$ cat src/hw/rtl/pngunf_pkg.sv
// ----------------------------------------------------------------------------
// PNG scanline unfilter package
// Shared widths, register and filter codes, and the types that pass between
// the control, reconstruction and register modules.
// ----------------------------------------------------------------------------
package pngunf_pkg;

  localparam int unsigned MAX_WIDTH_DEF    = 4096;
  localparam int unsigned MAX_CHANNELS_DEF = 4;

  localparam int COL_W    = 14;
  localparam int ROW_W    = 16;
  localparam int WIDTH_W  = 13;
  localparam int HEIGHT_W = 16;
  localparam int BPP_W    = 3;
  localparam int RB_W     = 16;
  localparam int ADDR_W   = 4;
  localparam int DATA_W   = 32;

  localparam logic [7:0] FILT_NONE  = 8'd0;
  localparam logic [7:0] FILT_SUB   = 8'd1;
  localparam logic [7:0] FILT_UP    = 8'd2;
  localparam logic [7:0] FILT_AVG   = 8'd3;
  localparam logic [7:0] FILT_PAETH = 8'd4;

  localparam logic [1:0] REG_WIDTH  = 2'd0;
  localparam logic [1:0] REG_HEIGHT = 2'd1;
  localparam logic [1:0] REG_BPP    = 2'd2;

  typedef struct packed {
    logic [WIDTH_W-1:0]  image_width;
    logic [HEIGHT_W-1:0] image_height;
    logic [BPP_W-1:0]    bytes_per_pixel;
  } pngunf_cfg_t;

  // One beat in the reconstruction stage.
  typedef struct packed {
    logic       is_sample;
    logic [7:0] data;
    logic [7:0] filter;
    logic [1:0] chan;
    logic       use_above;
    logic       in_store;
    logic       row_end;
    logic       image_end;
  } pngunf_beat_t;

endpackage

$ cat src/hw/rtl/pngunf_apb_regs.sv
// ----------------------------------------------------------------------------
// PNG unfilter configuration registers
// APB-style register file holding image width, height and bytes per pixel.
// ----------------------------------------------------------------------------
module pngunf_apb_regs (
  input  logic                           clk,
  input  logic                           rst,
  input  logic                           psel,
  input  logic                           penable,
  input  logic                           pwrite,
  input  logic [pngunf_pkg::ADDR_W-1:0]  paddr,
  input  logic [pngunf_pkg::DATA_W-1:0]  pwdata,
  output logic [pngunf_pkg::DATA_W-1:0]  prdata,
  output logic                           pready,
  output pngunf_pkg::pngunf_cfg_t        cfg
);
  import pngunf_pkg::*;

  logic [1:0] reg_sel;
  logic       wr_strobe;

  assign pready    = 1'b1;
  assign reg_sel   = paddr[3:2];
  assign wr_strobe = psel && penable && pwrite;

  always_ff @(posedge clk) begin
    if (rst) begin
      cfg.image_width     <= WIDTH_W'(1);
      cfg.image_height    <= HEIGHT_W'(1);
      cfg.bytes_per_pixel <= BPP_W'(1);
    end else if (wr_strobe) begin
      unique case (reg_sel)
        REG_WIDTH:  cfg.image_width     <= pwdata[WIDTH_W-1:0];
        REG_HEIGHT: cfg.image_height    <= pwdata[HEIGHT_W-1:0];
        REG_BPP:    cfg.bytes_per_pixel <= pwdata[BPP_W-1:0];
        default: begin
        end
      endcase
    end
  end

  always_comb begin
    unique case (reg_sel)
      REG_WIDTH:  prdata = DATA_W'(cfg.image_width);
      REG_HEIGHT: prdata = DATA_W'(cfg.image_height);
      REG_BPP:    prdata = DATA_W'(cfg.bytes_per_pixel);
      default:    prdata = '0;
    endcase
  end

endmodule

$ cat config.mk
export PLATFORM = sky130hd
export DESIGN_NAME = pngunf_apb_regs
export DESIGN_NICKNAME = d
export VERILOG_FILES = /design/src/hw/rtl/pngunf_pkg.sv /design/src/hw/rtl/pngunf_apb_regs.sv
export SDC_FILE = /design/constraint.sdc
export NUM_CORES = 1
export LEC_CHECK = 0
export BUFFER_PORTS_ARGS = -buffer_cell sky130_fd_sc_hd__buf_2
export CAP_MARGIN = 25
export CORE_ASPECT_RATIO = 0.7
export CORE_UTILIZATION = 30
export DETAILED_ROUTE_END_ITERATION = 8
export SYNTH_ARGS = -nofsm -noshare
export SYNTH_HDL_FRONTEND = slang
export SYNTH_SLANG_ARGS = --single-unit
$ cat constraint.sdc
create_clock -name clk -period 1.2 [get_ports clk]
set_input_delay 0.18 -clock clk [delete_from_list [all_inputs] [get_ports clk]]
set_output_delay 0.18 -clock clk [all_outputs]
set_load 0.02 [all_outputs]
==> impl_metrics.toml, run 1 <==
[drt]
antenna_left = 0
drc_marker_count_from_the_first_detailed_route_iteration = 31
length_of_the_first_detailed_routing_pass_in_iterations = 4
drcViolationCount = 0
finalWirelength_um = 4050
detail_routed_net_length_per_standard_cell_um = 12.2
viasPerCell = 4.17
detailed_route_via_count = 1385

[pwr]
power-per-cell-area_nw_per_um2 = 965
leakage_power_nw = 1.16
maximum_vdd_ir_drop_v = 0.000492

[synth]
synth.area.top_cells = "dfxtp_1 (37%), mux2i_1 (26%), nand2b_1 (16%), buf_4 (7.8%), nor2_1 (3.0%)"
synth_sequential_area_ratio = 0.371
post_synth_cell_types = 18
synth_seq_cells = 32
yosysTopAreaCellShare = 0.371
syn_area_per_cell_um2 = 9.49
area_share_of_fa_ha_maj_cells_after_synthesis = 0
synth.cell_area_um2 = 1730
syn-instance-count = 182
synthSimpleGateAreaFrac = 0.245
main_combinational_cell_family_by_area_after_synthesis = "multiplexers"
synth_compound_area_frac = 0.00870
synth.mux.area_fraction = 0.261
yosysWarningCount = 0
post_synth_xor_area_fraction = 0
yosysTopAreaCell = "dfxtp_1"

[sta]
finalHoldWorstSlack_ns = 0.170
grt_setup_unrepaired = "yes"
report.final.setup_viol = 0
min_period_ns = 1.16
fin_crit_sh = 0.967
final_critical_path_setup_slack_ns = 0.0399
final.setup_skew_ns = 0
max_freq_mhz = 862
final-hold-violation-count = 0
timing.final.max_slew_violations = 0
fin_setup_tns_ns = 0

[setup_path]
crit_path_top_delay_cell = "dfxtp_2"
element_type_at_the_critical_path_end = "output pin"
worst_path_cell_chain = "mux2i_1, o21ai_1, buf_4"
cp.required_ns = 1.02
crit_fanout = 3
startpoint_type = "register"
cp.arrival_ns = 0.98
slowest_delay_ns = 0.33
critPathKind = "reg -> out"

[cts]
cts_tree = "yes"
cts.repair_timing.setup_buffer_count = 0
cts-root-to-sink-buffers = 2
cts_made_buffers = 5
path_clk_slew_ns = 0.06
htreeDepth = 2
clock-sinks = 32
ctsRootBufferMaster = "clkbuf_8"
clock_insertion_delay_worst_skew_ns = 0.27

[placed_design]
place.detailed.hpwl_um = 3070
gp_congestion = 0.753
place.port_buffers = 70
preCtsSetupSlack_ns = 0.00748
placed_cells = 324

[floorplan]
row_count = 22
floorplan.io_pins = 106
die-height_um = 65.5
die_x_um = 92.7
die_area_um2 = 6070
core_area_um2 = 5400
floorplan.initialDensity = 0.320

[layout]
flow.area_growth_from_synthesis_pct = 34.3
antenna-diode-count = 0
nets = 300
biggestRegsByFlops = "cfg: 32 flops"
drive_above_1_share = 0.469
post_route_non_filler_standard_cell_count = 332
register_ranked_first_by_flip_flop_count = "cfg"
fillCellCount = 564
finalCoreUtilization = 0.430
largest_register_ffs = 32

[global_routing]
remaining_global_route_overflow = 0
grt_max_degree = 49
initial_antenna_violation_count = 0
track_usage = 0.139
number_of_global_route_vias_before_repair = 1304
first_pass_grt_wire_length_um = 6440

[outcome]
outcome = "finished, final reports clean"

[min_path]
holdCritPathClass = "in -> reg"

[run]
cap_viol_max_count = 0
per-layer routing:
layer | up-vias | global-route usage | part of all wire
met5 | - | 0 | 0
met4 | 0 | 0.0404 | 0.0067
met3 | 2 | 0.0405 | 0.047
met2 | 42 | 0.219 | 0.44
met1 | 629 | 0.186 | 0.51
li1 | 712 | - | -
cells in the final DEF, fill, tap and decap left out, drive strengths merged:
cell type and count:
buf 83, mux2i 45, nand2b 44, dfxtp 32, conb 17, nor2 14, clkbuf 8, nand2 3
o21ai 3, and2 3, nor2b 2, nand4 2, nand3 1, nor3 1, nor3b 1, or3 1
area by class of cell:
type | instances | area [µm²] | area share
multi-input cells | 137 | 988 | 0.426
flip-flops and latches | 32 | 663 | 0.286
repair buffers | 83 | 488 | 0.210
clock buffers | 8 | 90.1 | 0.0388
well taps | 72 | 90.1 | 0.0388
critical path: cells and delay by family (launching register included):
family	cells	cell delay, ns
multiplexers	1	0.15
AO/OA/AOI/OAI	1	0.08
flip-flops	1	0.33
buffers and inverters	1	0.16
what timing repair did:
item / CTS / global route
gates resized for setup: 4 / 27
setup endpoints to repair: 4 / 11
hold buffers: 0 / 0
pin swaps: 0 / 0
cell usage after synthesis:
cell type and n:
nor2b_1 2, buf_6 2, nor3b_4 1, or3_1 1, mux2i_1 45, nor3_1 1, buf_4 18, o21ai_0 3
nor2_1 14, clkbuf_1 6, dfxtp_1 32, nand4_1 2, nand2_1 3, nand3_2 1, and2_1 3, conb_1 2
nand2b_1 44, buf_2 2
cell families after synthesis:
group	after synthesis
buffers and inverters	28
muxes	45
other	2
DFF	32
and+or+nand+nor	72
AOI/OAI and AO/OA	3
metrics by stage:
step	total power, W	cell area [µm²]
3_3_place_gp	0.00141	2170
4_1_cts	0.00226	2270
6_report	0.00224	2320
2_1_floorplan	0.00135	1810
3_5_place_dp	0.00141	2170
5_1_grt	0.00234	2320
power by group:
part / total [W] / internal, W / switching, W / leakage (nW)
Clock: 0.000843 / 0.000468 / 0.000376 / 0.0455
Combinational: 0.000307 / 0.000127 / 0.000180 / 0.845
Sequential: 0.00109 / 0.00108 / 0.0000109 / 0.266
final timing paths:
check,from,end,slack (ns),depth (start not counted)
max,cfg[5],prdata[2],0.04,3
max reg2reg,cfg[7],cfg[7],0.58,2
min,pwdata[15],cfg[18],0.17,3
min reg2reg,cfg[8],cfg[8],0.48,2
No activity file was read; power rests on OpenSTA's default activity.
==> run 2: changes to the inputs <==
Settings changed: CAP_MARGIN 25 to unset, CORE_MARGIN set to 3, CORE_UTILIZATION 30 to 29.
==> impl_metrics.toml, run 2 (synthesis gave the netlist of run 1 again) <==
[cts]
post_cts_hold_buffer_count = 0
clock-sinks = 32
clock_insertion_delay_worst_skew_ns = 0.28
ctsRootBufferMaster = "clkbuf_8"
cts-root-to-sink-buffers = 2
path_clk_slew_ns = 0.07
htreeDepth = 2
cts_made_buffers = 5
cts_tree = "yes"

[setup_path]
worst-r2r-cell-count = 3
critPathKind = "reg -> out"
critical_path.startpoint = "cfg[4]"
cp.required_ns = 1.02
element_type_at_the_critical_path_end = "output pin"
cp.depth = 3
crit_fanout = 3
r2r_setup_slack_ns = 0.52
cp_num_buf_inv = 1
reg2reg_to = "cfg[21]"
critPathCapture = "prdata[1]"
crit_path_top_delay_cell = "dfxtp_2"
critical_path.top_delay_family = "flip-flops"
slowest_delay_ns = 0.34
r2r-start = "cfg[21]"
worst_path_cell_chain = "mux2i_1, o21ai_1, buf_4"
startpoint_type = "register"
cp.arrival_ns = 1.02

[global_routing]
initial_antenna_violation_count = 0
track_usage = 0.126
first_pass_grt_wire_length_um = 7000
remaining_global_route_overflow = 0
number_of_global_route_vias_before_repair = 1380
grt_max_degree = 49

[layout]
layout_common_cells = "buf_2 (59), nand2b_1 (44), mux2i_1 (43), buf_4 (21), dfxtp_2 (19)"
post_route_non_filler_standard_cell_count = 336
final_cell_area_um2 = 2400
largest_register_ffs = 32
nets = 304
biggestRegsByFlops = "cfg: 32 flops"
drive_above_1_share = 0.489
flow.area_growth_from_synthesis_pct = 39.1
antenna-diode-count = 0
fillCellCount = 590
register_ranked_first_by_flip_flop_count = "cfg"
layout_commonest_cell = "buf_2"

[drt]
finalWirelength_um = 4370
length_of_the_first_detailed_routing_pass_in_iterations = 4
viasPerCell = 4.25
detail_routed_net_length_per_standard_cell_um = 13.0
drcViolationCount = 0
detailed_route_via_count = 1428
antenna_left = 0
drc_marker_count_from_the_first_detailed_route_iteration = 8

[floorplan]
die-height_um = 70.6
die_x_um = 98.2
core_area_um2 = 5510
floorplan.io_pins = 106
die_area_um2 = 6930
row_count = 22
floorplan.initialDensity = 0.314

[outcome]
outcome = "finished, final reports clean"

[placed_design]
gp_congestion = 0.786
place.detailed.hpwl_um = 3260
placed_cells = 324
preCtsSetupSlack_ns = -0.0446
place.port_buffers = 70
area_post_placement_um2 = 2180

[pwr]
power-per-cell-area_nw_per_um2 = 1010
leakage_power_nw = 1.20
maximum_vdd_ir_drop_v = 0.000388

[sta]
grt_setup_unrepaired = "yes"
final.setup_skew_ns = 0
min_period_ns = 1.20
finalHoldWorstSlack_ns = 0.159
timing.final.max_slew_violations = 0
max_freq_mhz = 836
final-hold-violation-count = 0
fin_crit_sh = 0.997
final_critical_path_setup_slack_ns = 0.00353
report.final.setup_viol = 0

[run]
cap_viol_max_count = 0

[min_path]
holdCritStartpoint = "pwdata[13]"
holdCritPathClass = "in -> reg"
==> run 2: cell types whose count changed in the layout (fill, tap and decap cells not counted), sizes merged <==
cell	before	now
bufinv	0	1
clkbuf	8	6
buf	83	87
clkinv	0	1
==> run 2: what timing repair did <==
| action | CTS | global route |
|---|---|---|
| pin swaps | 1 | 2 |
| setup buffers | 2 | 2 |
| gates resized for setup | 10 | 29 |
| endpoints found under the hold margin | 0 | 0 |
| endpoints found under the setup margin | 9 | 12 |
==> run 2: worst min path at each step <==
| stage | to | slack [ns] | depth (start not counted) |
|---|---|---|---|
| global placement | cfg[17] | 0.45 | 3 |
| CTS | cfg[16] | 0.16 | 3 |
| floorplan | cfg[18] | 0.34 | 2 |
| detailed placement | cfg[17] | 0.46 | 3 |
| global route | cfg[16] | 0.17 | 3 |
| finish | cfg[16] | 0.16 | 3 |
==> run 2: cell type report <==
class                      count  area (µm²)  area share
clock buffer                   6        72.6      0.0302
clock inverter                 2        35.0      0.0146
multi-input combinational    137         990       0.412
sequential                    32         664       0.277
tap                           72        90.1      0.0375
timing repair buffer          87         549       0.229
==> run 2: worst reg2reg max path, stage by stage (launching register included) <==
cell      delay [ns]
dfxtp_2         0.33
buf_4           0.13
nand2b_1        0.06
mux2i_1         0.06
==> run 2: metal layers <==
layer,share of wire,global-route usage,vias to the layer above
li1,-,-,721
met1,0.48,0.179,651
met2,0.44,0.184,48
met3,0.068,0.0365,8
met4,0.010,0.0409,0
met5,0,0,-
==> run 2: per-stage QoR <==
stage / power, W / util / setup TNS [ns]
final: 0.00242 / 0.436 / 0
after detailed placement: 0.00142 / 0.396 / -0.168
after global routing: 0.00252 / 0.436 / -0.109
after CTS: 0.00245 / 0.422 / -0.0210
after floorplan: 0.00135 / - / 0
after global placement: 0.00142 / 0.396 / -0.169
==> run 2: power by group <==
group          leakage [nW]  internal, W  switching [W]
logic                 0.876     0.000135       0.000186
clock network        0.0552     0.000616       0.000399
registers             0.266      0.00108      0.0000105
==> run 3: changes to the inputs <==
Settings changed: CTS_BUF_LIST set to sky130_fd_sc_hd__clkbuf_16, RECOVER_POWER set to 100.
==> impl_metrics.toml, run 3 (synthesis gave the netlist of run 1 again) <==
[outcome]
outcome = "finished, final reports clean"

[placed_design]
place.port_buffers = 70
preCtsSetupSlack_ns = -0.0446
gp_congestion = 0.786
place.detailed.hpwl_um = 3260
placed_cells = 324

[sta]
timing.final.max_slew_violations = 0
report.final.setup_viol = 0
grt_setup_unrepaired = "yes"
final_critical_path_setup_slack_ns = 0.0272
min_period_ns = 1.17
max_freq_mhz = 853
fin_setup_tns_ns = 0
final-hold-violation-count = 0
fin_crit_sh = 0.977
final.setup_skew_ns = 0

[global_routing]
remaining_global_route_overflow = 0
track_usage = 0.124
number_of_global_route_vias_before_repair = 1358
grt_max_degree = 49
initial_antenna_violation_count = 0
first_pass_grt_wire_length_um = 6950

[setup_path]
startpoint_type = "register"
crit_fanout = 3
element_type_at_the_critical_path_end = "output pin"
worst-r2r-cell-count = 3
cp.required_ns = 1.02
cp.arrival_ns = 0.99
worst_path_cell_chain = "mux2i_2, o21ai_1, buf_4"
slowest_delay_ns = 0.33
reg2reg_to = "cfg[4]"
critPathKind = "reg -> out"
crit_path_top_delay_cell = "dfxtp_2"
r2r_setup_slack_ns = 0.48
r2r-start = "cfg[4]"

[layout]
post_route_non_filler_standard_cell_count = 334
fillCellCount = 598
layout_commonest_cell = "buf_2"
largest_register_ffs = 32
flow.area_growth_from_synthesis_pct = 37.6
layout_common_cells = "buf_2 (65), nand2b_1 (44), mux2i_1 (43), dfxtp_1 (23), conb_1 (17)"
biggestRegsByFlops = "cfg: 32 flops"
ff_latch_area_um2 = 652
drive_above_1_share = 0.431
antenna-diode-count = 0
multi_input_comb_area_um2 = 985
nets = 302
finalCoreUtilization = 0.432
register_ranked_first_by_flip_flop_count = "cfg"

[min_path]
whs_endpoint = "cfg[16]"
holdCritStartpoint = "pwdata[13]"
worstHoldPathCells = 3
holdCritPathClass = "in -> reg"

[drt]
viasPerCell = 4.22
length_of_the_first_detailed_routing_pass_in_iterations = 4
detail_routed_net_length_per_standard_cell_um = 12.9
drc_marker_count_from_the_first_detailed_route_iteration = 9
drcViolationCount = 0
finalWirelength_um = 4300
antenna_left = 0
detailed_route_via_count = 1409

[cts]
cts_made_buffers = 5
post_cts_hold_buffer_count = 0
htreeDepth = 2
cts-root-to-sink-buffers = 2
path_clk_slew_ns = 0.05
ctsRootBufferMaster = "clkbuf_16"
clock-sinks = 32
cts_tree = "yes"
clock_insertion_delay_worst_skew_ns = 0.27

[pwr]
power-per-cell-area_nw_per_um2 = 1180
maximum_vdd_ir_drop_v = 0.000786
leakage_power_nw = 1.20

[floorplan]
die_area_um2 = 6930
die-height_um = 70.6
core_area_um2 = 5510
die_x_um = 98.2
row_count = 22
floorplan.initialDensity = 0.314
floorplan.io_pins = 106

[run]
cap_viol_max_count = 0
run 3: changes by cell type in the layout (fill, tap and decap cells not counted), sizes merged:
cell	before	now
clkbuf	6	8
buf	87	82
inv	0	1
run 3: how the worst max path moves through the flow:
stage	to	slack (ns)	startpoint	cells after the start
floorplan	prdata[10]	0.07	paddr[2]	4
global placement	cfg[0]	-0.03	paddr[2]	4
detailed placement	cfg[1]	-0.04	paddr[2]	4
CTS	prdata[2]	-0.005	cfg[5]	3
global route	prdata[1]	-0.02	cfg[4]	3
finish	prdata[2]	0.03	cfg[21]	3
run 3: stage by stage:
stage | area, µm² | hold slack [ns] | total power [W]
2_1_floorplan | 1810 | 0.335 | 0.00135
3_3_place_gp | 2180 | 0.451 | 0.00142
3_5_place_dp | 2180 | 0.460 | 0.00142
4_1_cts | 2360 | 0.176 | 0.00284
5_1_grt | 2380 | 0.184 | 0.00291
6_report | 2380 | 0.173 | 0.00280
run 3: cell type report:
type / instances / share of cell area
Clock buffer: 5 / 0.0527
Clock inverter: 3 / 0.0163
Multi-Input combinational cell: 137 / 0.414
Sequential cell: 32 / 0.274
Tap cell: 72 / 0.0379
Timing Repair Buffer: 85 / 0.204
run 3: repair_timing:
item | in CTS | in global routing
setup endpoints to repair | 9 | 9
buffers inserted | 0 | 2
cloned | 0 | 0
resized for setup | 7 | 12
run 3: metal layers:
metal,track usage,share of wire
met3,0.0365,0.061
met2,0.182,0.44
met4,0.0318,0.0067
met5,0,0
met1,0.179,0.49
run 3: report_power, final:
part	internal (W)	switching, W
clock	0.000966	0.000433
combinational	0.000127	0.000183
sequential	0.00108	0.0000108
run 3: worst max-delay path, delay by kind of cell, from the launching register on:
kind	cells	cell delay (ns)
compound gates	1	0.08
buf+inv	1	0.16
flops	1	0.33
mux	1	0.16
