<file path="config.mk">
export PLATFORM = sky130hd
export DESIGN_NAME = pngunf_recon
export DESIGN_NICKNAME = d
export VERILOG_FILES = /design/src/hw/rtl/pngunf_pkg.sv /design/src/hw/rtl/pngunf_recon.sv
export SDC_FILE = /design/constraint.sdc
export NUM_CORES = 1
export LEC_CHECK = 0
export BUFFER_PORTS_ARGS = -buffer_cell sky130_fd_sc_hd__buf_2
export CELL_PAD_IN_SITES_DETAIL_PLACEMENT = 1
export CELL_PAD_IN_SITES_GLOBAL_PLACEMENT = 1
export CORE_MARGIN = 2
export CORE_UTILIZATION = 48
export DETAILED_ROUTE_END_ITERATION = 7
export PLACE_DENSITY = 0.93
export SLEW_MARGIN = 15
export SYNTH_ARGS = -nofsm -noshare
export SYNTH_HDL_FRONTEND = slang
export SYNTH_SLANG_ARGS = --single-unit
export TNS_END_PERCENT = 1
</file>
<file path="constraint.sdc">
create_clock -name clk -period 23.5 [get_ports clk]
set_clock_uncertainty 0.1 [all_clocks]
set_input_delay 4.7 -clock clk [delete_from_list [all_inputs] [get_ports clk]]
set_output_delay 4.7 -clock clk [all_outputs]
set_load 0.02 [all_outputs]
</file>
<file path="src/hw/rtl/pngunf_pkg.sv">
// ----------------------------------------------------------------------------
// PNG scanline unfilter package
// Shared widths, register and filter codes, and the types that pass between
// the control, reconstruction and register modules.
// ----------------------------------------------------------------------------
package pngunf_pkg;

  localparam int unsigned MAX_WIDTH_DEF    = 4096;
  localparam int unsigned MAX_CHANNELS_DEF = 4;

  localparam int COL_W    = 14;
  localparam int ROW_W    = 16;
  localparam int WIDTH_W  = 13;
  localparam int HEIGHT_W = 16;
  localparam int BPP_W    = 3;
  localparam int RB_W     = 16;
  localparam int ADDR_W   = 4;
  localparam int DATA_W   = 32;

  localparam logic [7:0] FILT_NONE  = 8'd0;
  localparam logic [7:0] FILT_SUB   = 8'd1;
  localparam logic [7:0] FILT_UP    = 8'd2;
  localparam logic [7:0] FILT_AVG   = 8'd3;
  localparam logic [7:0] FILT_PAETH = 8'd4;

  localparam logic [1:0] REG_WIDTH  = 2'd0;
  localparam logic [1:0] REG_HEIGHT = 2'd1;
  localparam logic [1:0] REG_BPP    = 2'd2;

  typedef struct packed {
    logic [WIDTH_W-1:0]  image_width;
    logic [HEIGHT_W-1:0] image_height;
    logic [BPP_W-1:0]    bytes_per_pixel;
  } pngunf_cfg_t;

  // One beat in the reconstruction stage.
  typedef struct packed {
    logic       is_sample;
    logic [7:0] data;
    logic [7:0] filter;
    logic [1:0] chan;
    logic       use_above;
    logic       in_store;
    logic       row_end;
    logic       image_end;
  } pngunf_beat_t;

endpackage

</file>
<file path="src/hw/rtl/pngunf_recon.sv">
// ----------------------------------------------------------------------------
// PNG unfilter reconstruction stage
// Applies the row filter to one byte per unstalled cycle, keeps the left and
// above-left bytes per channel and holds the result in an output register.
// ----------------------------------------------------------------------------
module pngunf_recon #(
  parameter int unsigned MAX_CHANNELS = 4
) (
  input  logic                      clk,
  input  logic                      rst,
  input  logic                      stage_valid,
  input  pngunf_pkg::pngunf_beat_t  stage,
  input  logic [7:0]                above_raw,
  output logic                      stage_fire,
  output logic                      wr_en,
  output logic [7:0]                wr_data,
  output logic                      out_valid,
  input  logic                      out_ready,
  output logic [7:0]                sample_value,
  output logic                      row_end,
  output logic                      image_end
);
  import pngunf_pkg::*;

  localparam int unsigned CH_W = (MAX_CHANNELS > 1) ? $clog2(MAX_CHANNELS) : 1;

  logic [7:0]      left_bytes [MAX_CHANNELS];
  logic [7:0]      above_left_bytes [MAX_CHANNELS];
  logic [CH_W-1:0] ch;
  logic [7:0]      a, b, c, pred, x;
  logic [8:0]      ab_sum;
  logic            take_sample;

  function automatic logic [7:0] paeth(input logic [7:0] pa_in, input logic [7:0] pb_in,
                                       input logic [7:0] pc_in);
    logic signed [9:0] sa, sb, sc, p, da, db, dc;
    sa = $signed({2'b00, pa_in});
    sb = $signed({2'b00, pb_in});
    sc = $signed({2'b00, pc_in});
    p  = sa + sb - sc;
    da = p - sa;
    db = p - sb;
    dc = p - sc;
    if (da < 0) da = -da;
    if (db < 0) db = -db;
    if (dc < 0) dc = -dc;
    if (da <= db && da <= dc) return pa_in;
    if (db <= dc) return pb_in;
    return pc_in;
  endfunction

  assign stage_fire  = stage_valid && (!stage.is_sample || !out_valid || out_ready);
  assign take_sample = stage_fire && stage.is_sample;

  assign ch     = stage.chan[CH_W-1:0];
  assign a      = left_bytes[ch];
  assign b      = stage.use_above ? above_raw : 8'd0;
  assign c      = above_left_bytes[ch];
  assign ab_sum = {1'b0, a} + {1'b0, b};

  always_comb begin
    case (stage.filter)
      FILT_SUB:   pred = a;
      FILT_UP:    pred = b;
      FILT_AVG:   pred = ab_sum[8:1];
      FILT_PAETH: pred = paeth(a, b, c);
      default:    pred = 8'd0;
    endcase
    x = stage.data + pred;
  end

  assign wr_en   = take_sample && stage.in_store;
  assign wr_data = x;

  // A filter byte starts a row, so the neighbour history is cleared.
  always_ff @(posedge clk) begin
    if (rst) begin
      for (int i = 0; i < int'(MAX_CHANNELS); i++) begin
        left_bytes[i]       <= 8'd0;
        above_left_bytes[i] <= 8'd0;
      end
    end else if (stage_fire) begin
      if (stage.is_sample) begin
        left_bytes[ch]       <= x;
        above_left_bytes[ch] <= b;
      end else begin
        for (int i = 0; i < int'(MAX_CHANNELS); i++) begin
          left_bytes[i]       <= 8'd0;
          above_left_bytes[i] <= 8'd0;
        end
      end
    end
  end

  always_ff @(posedge clk) begin
    if (rst) begin
      out_valid <= 1'b0;
    end else if (take_sample) begin
      out_valid <= 1'b1;
    end else if (out_ready) begin
      out_valid <= 1'b0;
    end
  end

  always_ff @(posedge clk) begin
    if (take_sample) begin
      sample_value <= x;
      row_end      <= stage.row_end;
      image_end    <= stage.image_end;
    end
  end

endmodule

</file>
==> results of run 1 <==
==> Yosys cell counts, types with 6 or more instances <==
cell / count / area share, %
sky130_fd_sc_hd__nor2_1: 103 / 5.4
sky130_fd_sc_hd__xor2_1: 25 / 3.1
sky130_fd_sc_hd__a31oi_1: 8 / 0.70
sky130_fd_sc_hd__o21a_1: 11 / 1.2
sky130_fd_sc_hd__nand2_1: 33 / 1.7
sky130_fd_sc_hd__nor3_1: 19 / 1.3
sky130_fd_sc_hd__mux2i_1: 7 / 0.98
sky130_fd_sc_hd__a21o_1: 17 / 1.8
sky130_fd_sc_hd__and2_1: 7 / 0.62
sky130_fd_sc_hd__o21bai_1: 7 / 0.74
sky130_fd_sc_hd__inv_1: 71 / 3.7
sky130_fd_sc_hd__nand2b_1: 10 / 0.88
sky130_fd_sc_hd__a21oi_1: 41 / 2.9
sky130_fd_sc_hd__o21ai_0: 27 / 1.9
sky130_fd_sc_hd__ha_1: 73 / 13
sky130_fd_sc_hd__nor2b_1: 7 / 0.62
sky130_fd_sc_hd__edfxtp_1: 74 / 31
sky130_fd_sc_hd__clkbuf_1: 15 / 0.79
sky130_fd_sc_hd__nand3_1: 18 / 1.3
sky130_fd_sc_hd__fa_1: 13 / 3.7
sky130_fd_sc_hd__o22ai_1: 11 / 0.97
sky130_fd_sc_hd__a211oi_1: 6 / 0.63
sky130_fd_sc_hd__xnor2_1: 30 / 3.7
sky130_fd_sc_hd__mux4_2: 16 / 5.1
==> sequential cells by signal, summed over array words and instances (netlist names) <==
signal,cells
above_left_bytes,32
out_valid,1
left_bytes,32
row_end,1
image_end,1
sample_value,8
==> how the worst min path moves through the flow <==
stage | from | to | slack (ns) | cells past startpoint
5_1_grt | out_valid | out_valid | 0.49 | 2
3_3_place_gp | out_valid | out_valid | 0.42 | 2
2_1_floorplan | out_valid | out_valid | 0.49 | 2
3_5_place_dp | out_valid | out_valid | 0.43 | 2
4_1_cts | out_valid | out_valid | 0.45 | 2
6_report | out_valid | out_valid | 0.45 | 2
==> stage by stage <==
stage / util (%) / setup slack, ns / area, um2
floorplan: - / 5.44 / 7120
global placement: 52.1 / 4.10 / 7570
detailed placement: 52.1 / 3.57 / 7570
CTS: 54.3 / 3.52 / 7890
global route: 54.3 / 2.69 / 7890
finish: 54.3 / 3.45 / 7890
==> placed cells by master (no fill, tap or decap), types with 8 or more instances in the layout <==
master                        n
sky130_fd_sc_hd__o21ai_0     26
sky130_fd_sc_hd__nand3_1     18
sky130_fd_sc_hd__nor2_1     103
sky130_fd_sc_hd__fa_1        13
sky130_fd_sc_hd__mux4_2      16
sky130_fd_sc_hd__ha_1        73
sky130_fd_sc_hd__nand2_1     33
sky130_fd_sc_hd__a21oi_1     41
sky130_fd_sc_hd__edfxtp_1    74
sky130_fd_sc_hd__xor2_1      25
sky130_fd_sc_hd__xnor2_1     30
sky130_fd_sc_hd__nor3_1      19
sky130_fd_sc_hd__a21o_1      17
sky130_fd_sc_hd__inv_1       71
sky130_fd_sc_hd__o22ai_1     11
sky130_fd_sc_hd__a31oi_1      8
sky130_fd_sc_hd__nand2b_1    10
sky130_fd_sc_hd__buf_2       55
sky130_fd_sc_hd__o21a_1      11
sky130_fd_sc_hd__clkbuf_16    9
==> tightest hold or removal path, cell delays in order, from the launching register on <==
cell and delay, ns:
sky130_fd_sc_hd__dfxtp_1 0.31, sky130_fd_sc_hd__nand2b_1 0.12, sky130_fd_sc_hd__a21oi_1 0.08
==> layer usage <==
layer  up-vias  global-route usage, %  share of wire [%]
li1       2840                      -                  -
met1      3003                   35.1                 39
met2       263                   50.9                 50
met3        74                   3.99                5.7
met4         0                   14.0                4.8
met5         -                      0                  0
==> kinds of logic after synthesis <==
kind of cell | share of synthesized area (%)
AOI/OAI and AO/OA | 17.4
xor gates and xnor gates | 6.77
muxes | 6.05
adders and majority gates | 16.5
and+or+nand+nor | 16.9
DFF | 31.5
buffers and inverters | 4.94
==> area by class of cell <==
| cell class | instances | share of cell area, % |
|---|---|---|
| multi-input cells | 584 | 57.4 |
| flip-flops and latches | 75 | 28.4 |
| repair buffers | 59 | 3.87 |
| inverters | 71 | 3.38 |
| well taps | 184 | 2.92 |
| clock buffers | 9 | 2.86 |
| clock inverters | 7 | 1.17 |
==> flow_metrics.env, run 1 <==
export IMPL_overflow=0
export IMPL_syn_nets=870
export IMPL_regToRegEndpoint="sample_value[7]"
export IMPL_max_slew_margin_pct=21.0
export IMPL_floorplan_initialDensity_pct=49.0
export IMPL_groute_usage_overall_pct=29.0
export IMPL_diodes=0
export IMPL_numClockSinks=75
export IMPL_post_route_cells_drive_above_1_share_pct=14.0
export IMPL_critPathArrivalTime_ns=15.25
export IMPL_cts_buffer_depth=2
export IMPL_worst_setup_hold_path_clk_slew_ns=0.06
export IMPL_worstRegToRegCells=41
export IMPL_core_region_area_mm2=0.0145
export IMPL_drt_pass1_iterations=5
export IMPL_r2r_setup_slk_ns=13.05
export IMPL_worst_setup_path_start_kind="input pin"
export IMPL_clock_tree_root_cell="sky130_fd_sc_hd__clkbuf_16"
export IMPL_slew_viol_final=0
export IMPL_route_antenna_remaining_nets=0
export IMPL_finalCriticalPeriod_ns=20.05
export IMPL_timing_critical_path_buf_inv=5
export IMPL_critical_path_required_ns=18.70
export IMPL_fillCellCount=1689
export IMPL_timing_final_crit_share_pct=85.3
export IMPL_place_inst=973
export IMPL_hold_buffers=0
export IMPL_seq_area_frac_synth_pct=31.5
export IMPL_critical_path_slowest_cell="sky130_fd_sc_hd__mux4_2"
export IMPL_die_area_mm2=0.0158
export IMPL_hp_class="flip-flop to flip-flop"
export IMPL_place_detailed_hpwl_um=18000
export IMPL_cts_repair_resize_count=0
export IMPL_cp_top_family="compound AO/OA/AOI/OAI gates"
export IMPL_setup_violations_final=0
export IMPL_synth_edf_count=74
export IMPL_cts_tree="done"
export IMPL_critPathCapture="wr_data[7]"
export IMPL_critPathCaptureType="output port"
export IMPL_finish_net_count=921
export IMPL_route_detailed_wl_per_inst_um=23.1
export IMPL_crit_fanout=20
export IMPL_yosys_warnings=0
export IMPL_routed_via_density=6.25
export IMPL_register_area_mm2=0.00224
export IMPL_post_cts_setup_buffers=0
export IMPL_synthesis_area_per_instance_um2=9.51
export IMPL_cts_htree_levels=3
export IMPL_clock_insertion_delay_worst_skew_ns=0.34
export IMPL_gp_congestion=0.999
export IMPL_timing_critical_path_slowest_cell_delay_ns=0.72
export IMPL_max_slew_worst_pin_slew_ns=1.17
export IMPL_wirelength_um=22800
export IMPL_totalNegativeSetupSlack_ns=0
export IMPL_report_final_hold_viol_count=0
export IMPL_ioPinCount=56
export IMPL_synth_flop_cell="sky130_fd_sc_hd__edfxtp_1"
export IMPL_crit_reg2reg_launch="left_bytes[0][1]"
export IMPL_std_cell_rows=44
export IMPL_whs_ns=0.454
export IMPL_number_of_register_bits_inferred_by_synthesis=75
export IMPL_synth_cell_area_mm2=0.00712
export IMPL_drc_viols=0
export IMPL_synth_lib_cells_used_distinct=81
export IMPL_timing_critical_path_depth=43
export IMPL_maximum_number_of_pins_on_one_net_before_global_route_repair=21
export IMPL_die_w_um=126
export IMPL_multi_input_comb_area_mm2=0.00453
export IMPL_tritoncts_buffer_count=9
export IMPL_global_route_wire_length_before_repair_um=35500
export IMPL_fmaxAchievable_ghz=0.0499
export IMPL_timing_critical_path_mode_cell="sky130_fd_sc_hd__a21oi_1"
export IMPL_initial_antenna_violation_count=0
export IMPL_area_delta_synth_final_pct=10.8
export IMPL_die_height_um=126
export IMPL_setup_worst_path_class="input pin to output port"
export IMPL_rsz0062_at_grt="false"
export IMPL_stdcell_count=989
export IMPL_status="finished clean"
export IMPL_grt_pass1_vias=6623
export IMPL_crit_path_start="stage[4]"
export IMPL_postSynthCellCount=749
export IMPL_detail_route_iter0_violations=268
export IMPL_routed_via_count=6180
export IMPL_ys_async_sr_fraction_pct=0
export IMPL_placement_io_buffers=55
export IMPL_max_cap_violations=0
Power of run 1 is left out: the tool's default activity adds up to more than one toggle a clock period on the data nets, which glitch-free logic cannot reach.
==> run 2: changes to the inputs <==
RECOVER_POWER = 100   (was unset)
==> flow_metrics.env, run 2 (synthesized netlist as in run 1, its figures left out) <==
export IMPL_status="complete, but fails checks"
export IMPL_failed_checks="max-capacitance violations, max-slew violations"
export IMPL_area_delta_synth_final_pct=10.3
export IMPL_initial_antenna_violation_count=0
export IMPL_wl_met1_um=8960
export IMPL_die_w_um=126
export IMPL_layout_cells_most_common_list="sky130_fd_sc_hd__nor2_1 (103), sky130_fd_sc_hd__edfxtp_1 (74), sky130_fd_sc_hd__ha_1 (73), sky130_fd_sc_hd__inv_1 (71), sky130_fd_sc_hd__a21oi_1 (41)"
export IMPL_reg_largest_list="above_left_bytes x32, left_bytes x32, sample_value x8"
export IMPL_holdCritStartpoint="out_valid"
export IMPL_std_cell_rows=44
export IMPL_cts_htree_levels=3
export IMPL_floorplan_initialDensity_pct=49.0
export IMPL_overflow=0
export IMPL_r2r_setup_slk_ns=12.63
export IMPL_wirelength_um=22800
export IMPL_report_final_hold_viol_count=0
export IMPL_hold_buffers=0
export IMPL_min_to="out_valid"
export IMPL_top_layer="met4"
export IMPL_tritoncts_buffer_count=9
export IMPL_ioPinCount=56
export IMPL_die_area_mm2=0.0158
export IMPL_critPathArrivalTime_ns=16.36
export IMPL_route_detailed_wl_per_inst_um=23.0
export IMPL_gp_congestion=0.999
export IMPL_diodes=0
export IMPL_timing_critical_path_mode_cell="sky130_fd_sc_hd__a21oi_1"
export IMPL_max_cap_violations=1
export IMPL_routed_via_density=6.26
export IMPL_die_height_um=126
export IMPL_worst_setup_hold_path_clk_slew_ns=0.06
export IMPL_layout_cells_most_common="sky130_fd_sc_hd__nor2_1"
export IMPL_hold_path_cell_count=2
export IMPL_fmaxAchievable_ghz=0.0473
export IMPL_place_detailed_hpwl_um=18000
export IMPL_post_route_worst_setup_slack_ns=2.34
export IMPL_totalNegativeSetupSlack_ns=0
export IMPL_maximum_number_of_pins_on_one_net_before_global_route_repair=21
export IMPL_critical_path_slowest_cell="sky130_fd_sc_hd__clkbuf_1"
export IMPL_detail_route_iter0_violations=362
export IMPL_regToRegEndpoint="sample_value[7]"
export IMPL_wl_met3_um=1220
export IMPL_numClockSinks=75
export IMPL_clock_tree_root_cell="sky130_fd_sc_hd__clkbuf_16"
export IMPL_worstRegToRegCells=40
export IMPL_drc_viols=0
export IMPL_grt_pass1_vias=6623
export IMPL_timing_final_crit_share_pct=90.0
export IMPL_finalCriticalPeriod_ns=21.16
export IMPL_finish_net_count=921
export IMPL_cts_tree="done"
export IMPL_critPathCaptureType="output port"
export IMPL_hp_class="flip-flop to flip-flop"
export IMPL_slew_viol_final=21
export IMPL_cts_buffer_depth=2
export IMPL_routed_length_on_met2_um=11500
export IMPL_clock_insertion_delay_worst_skew_ns=0.34
export IMPL_global_route_wire_length_before_repair_um=35500
export IMPL_rsz0062_at_grt="false"
export IMPL_setup_violations_final=0
export IMPL_routed_via_count=6192
export IMPL_max_slew_margin_pct=-2.11
export IMPL_detailedPlace_worstSlack_ns=3.57
export IMPL_worst_setup_path_start_kind="input pin"
export IMPL_setup_worst_path_class="input pin to output port"
export IMPL_drt_pass1_iterations=5
export IMPL_crit_reg2reg_launch="left_bytes[0][1]"
export IMPL_groute_usage_overall_pct=29.0
export IMPL_post_cts_setup_buffers=0
export IMPL_post_route_cells_drive_above_1_share_pct=11.3
export IMPL_timing_critical_path_slowest_cell_delay_ns=1.09
export IMPL_placement_io_buffers=55
export IMPL_core_region_area_mm2=0.0145
export IMPL_route_antenna_remaining_nets=0
export IMPL_crit_fanout=20
export IMPL_max_slew_worst_pin_slew_ns=1.53
export IMPL_cts_repair_resize_count=0
export IMPL_critical_path_required_ns=18.70
-- run 2: changes by cell type in the layout (fill, tap and decap cells not counted), moves of 2 or more --
| cell | change |
|---|---|
| sky130_fd_sc_hd__clkbuf_1 | +21 |
| sky130_fd_sc_hd__and2_0 | +2 |
| sky130_fd_sc_hd__buf_2 | -21 |
| sky130_fd_sc_hd__and2_1 | -2 |
-- run 2: through the flow --
| stage | hold slack, ns | instance area (um2) | instances | utilization [%] |
|---|---|---|---|---|
| global placement | 0.417 | 7570 | 973 | 52.1 |
| CTS | 0.453 | 7890 | 989 | 54.3 |
| detailed placement | 0.426 | 7570 | 973 | 52.1 |
| global route | 0.494 | 7850 | 989 | 54.0 |
| floorplan | 0.486 | 7120 | 749 | - |
| finish | 0.457 | 7850 | 989 | 54.0 |
-- run 2: worst max-delay path: cells and delay by family --
kind | cells | cell delay (ns)
adder cells (fa/ha/maj) | 5 | 1.66
XOR/XNOR | 3 | 0.64
buffers and inverters | 5 | 1.73
AO/OA/AOI/OAI | 21 | 5.76
AND/OR/NAND/NOR | 6 | 0.99
multiplexers | 2 | 0.86
-- run 2: worst max path at each step --
stage | start | end | slack (ns) | cells past startpoint
2_1_floorplan | stage[4] | wr_data[7] | 5.44 | 43
3_3_place_gp | stage[4] | wr_data[7] | 4.10 | 40
3_5_place_dp | stage[4] | wr_data[7] | 3.57 | 40
4_1_cts | stage[4] | wr_data[7] | 3.52 | 40
5_1_grt | stage[4] | wr_data[7] | 1.40 | 42
6_report | stage[4] | wr_data[7] | 2.34 | 42
-- run 2: final cells by class --
class	instances	area, um2
sequential	75	2240
tap	184	230
fill	1704	6680
timing repair buffer	59	279
inverter	71	267
clock inverter	7	92.6
clock buffer	9	225
multi-input combinational	584	4520
-- run 2: per-layer routing --
layer | vias to the layer above | global-route usage, %
li1 | 2839 | -
met1 | 3017 | 35.1
met2 | 265 | 50.9
met3 | 71 | 3.99
met4 | 0 | 14.0
met5 | - | 0
Power of run 2 is left out for the same reason.
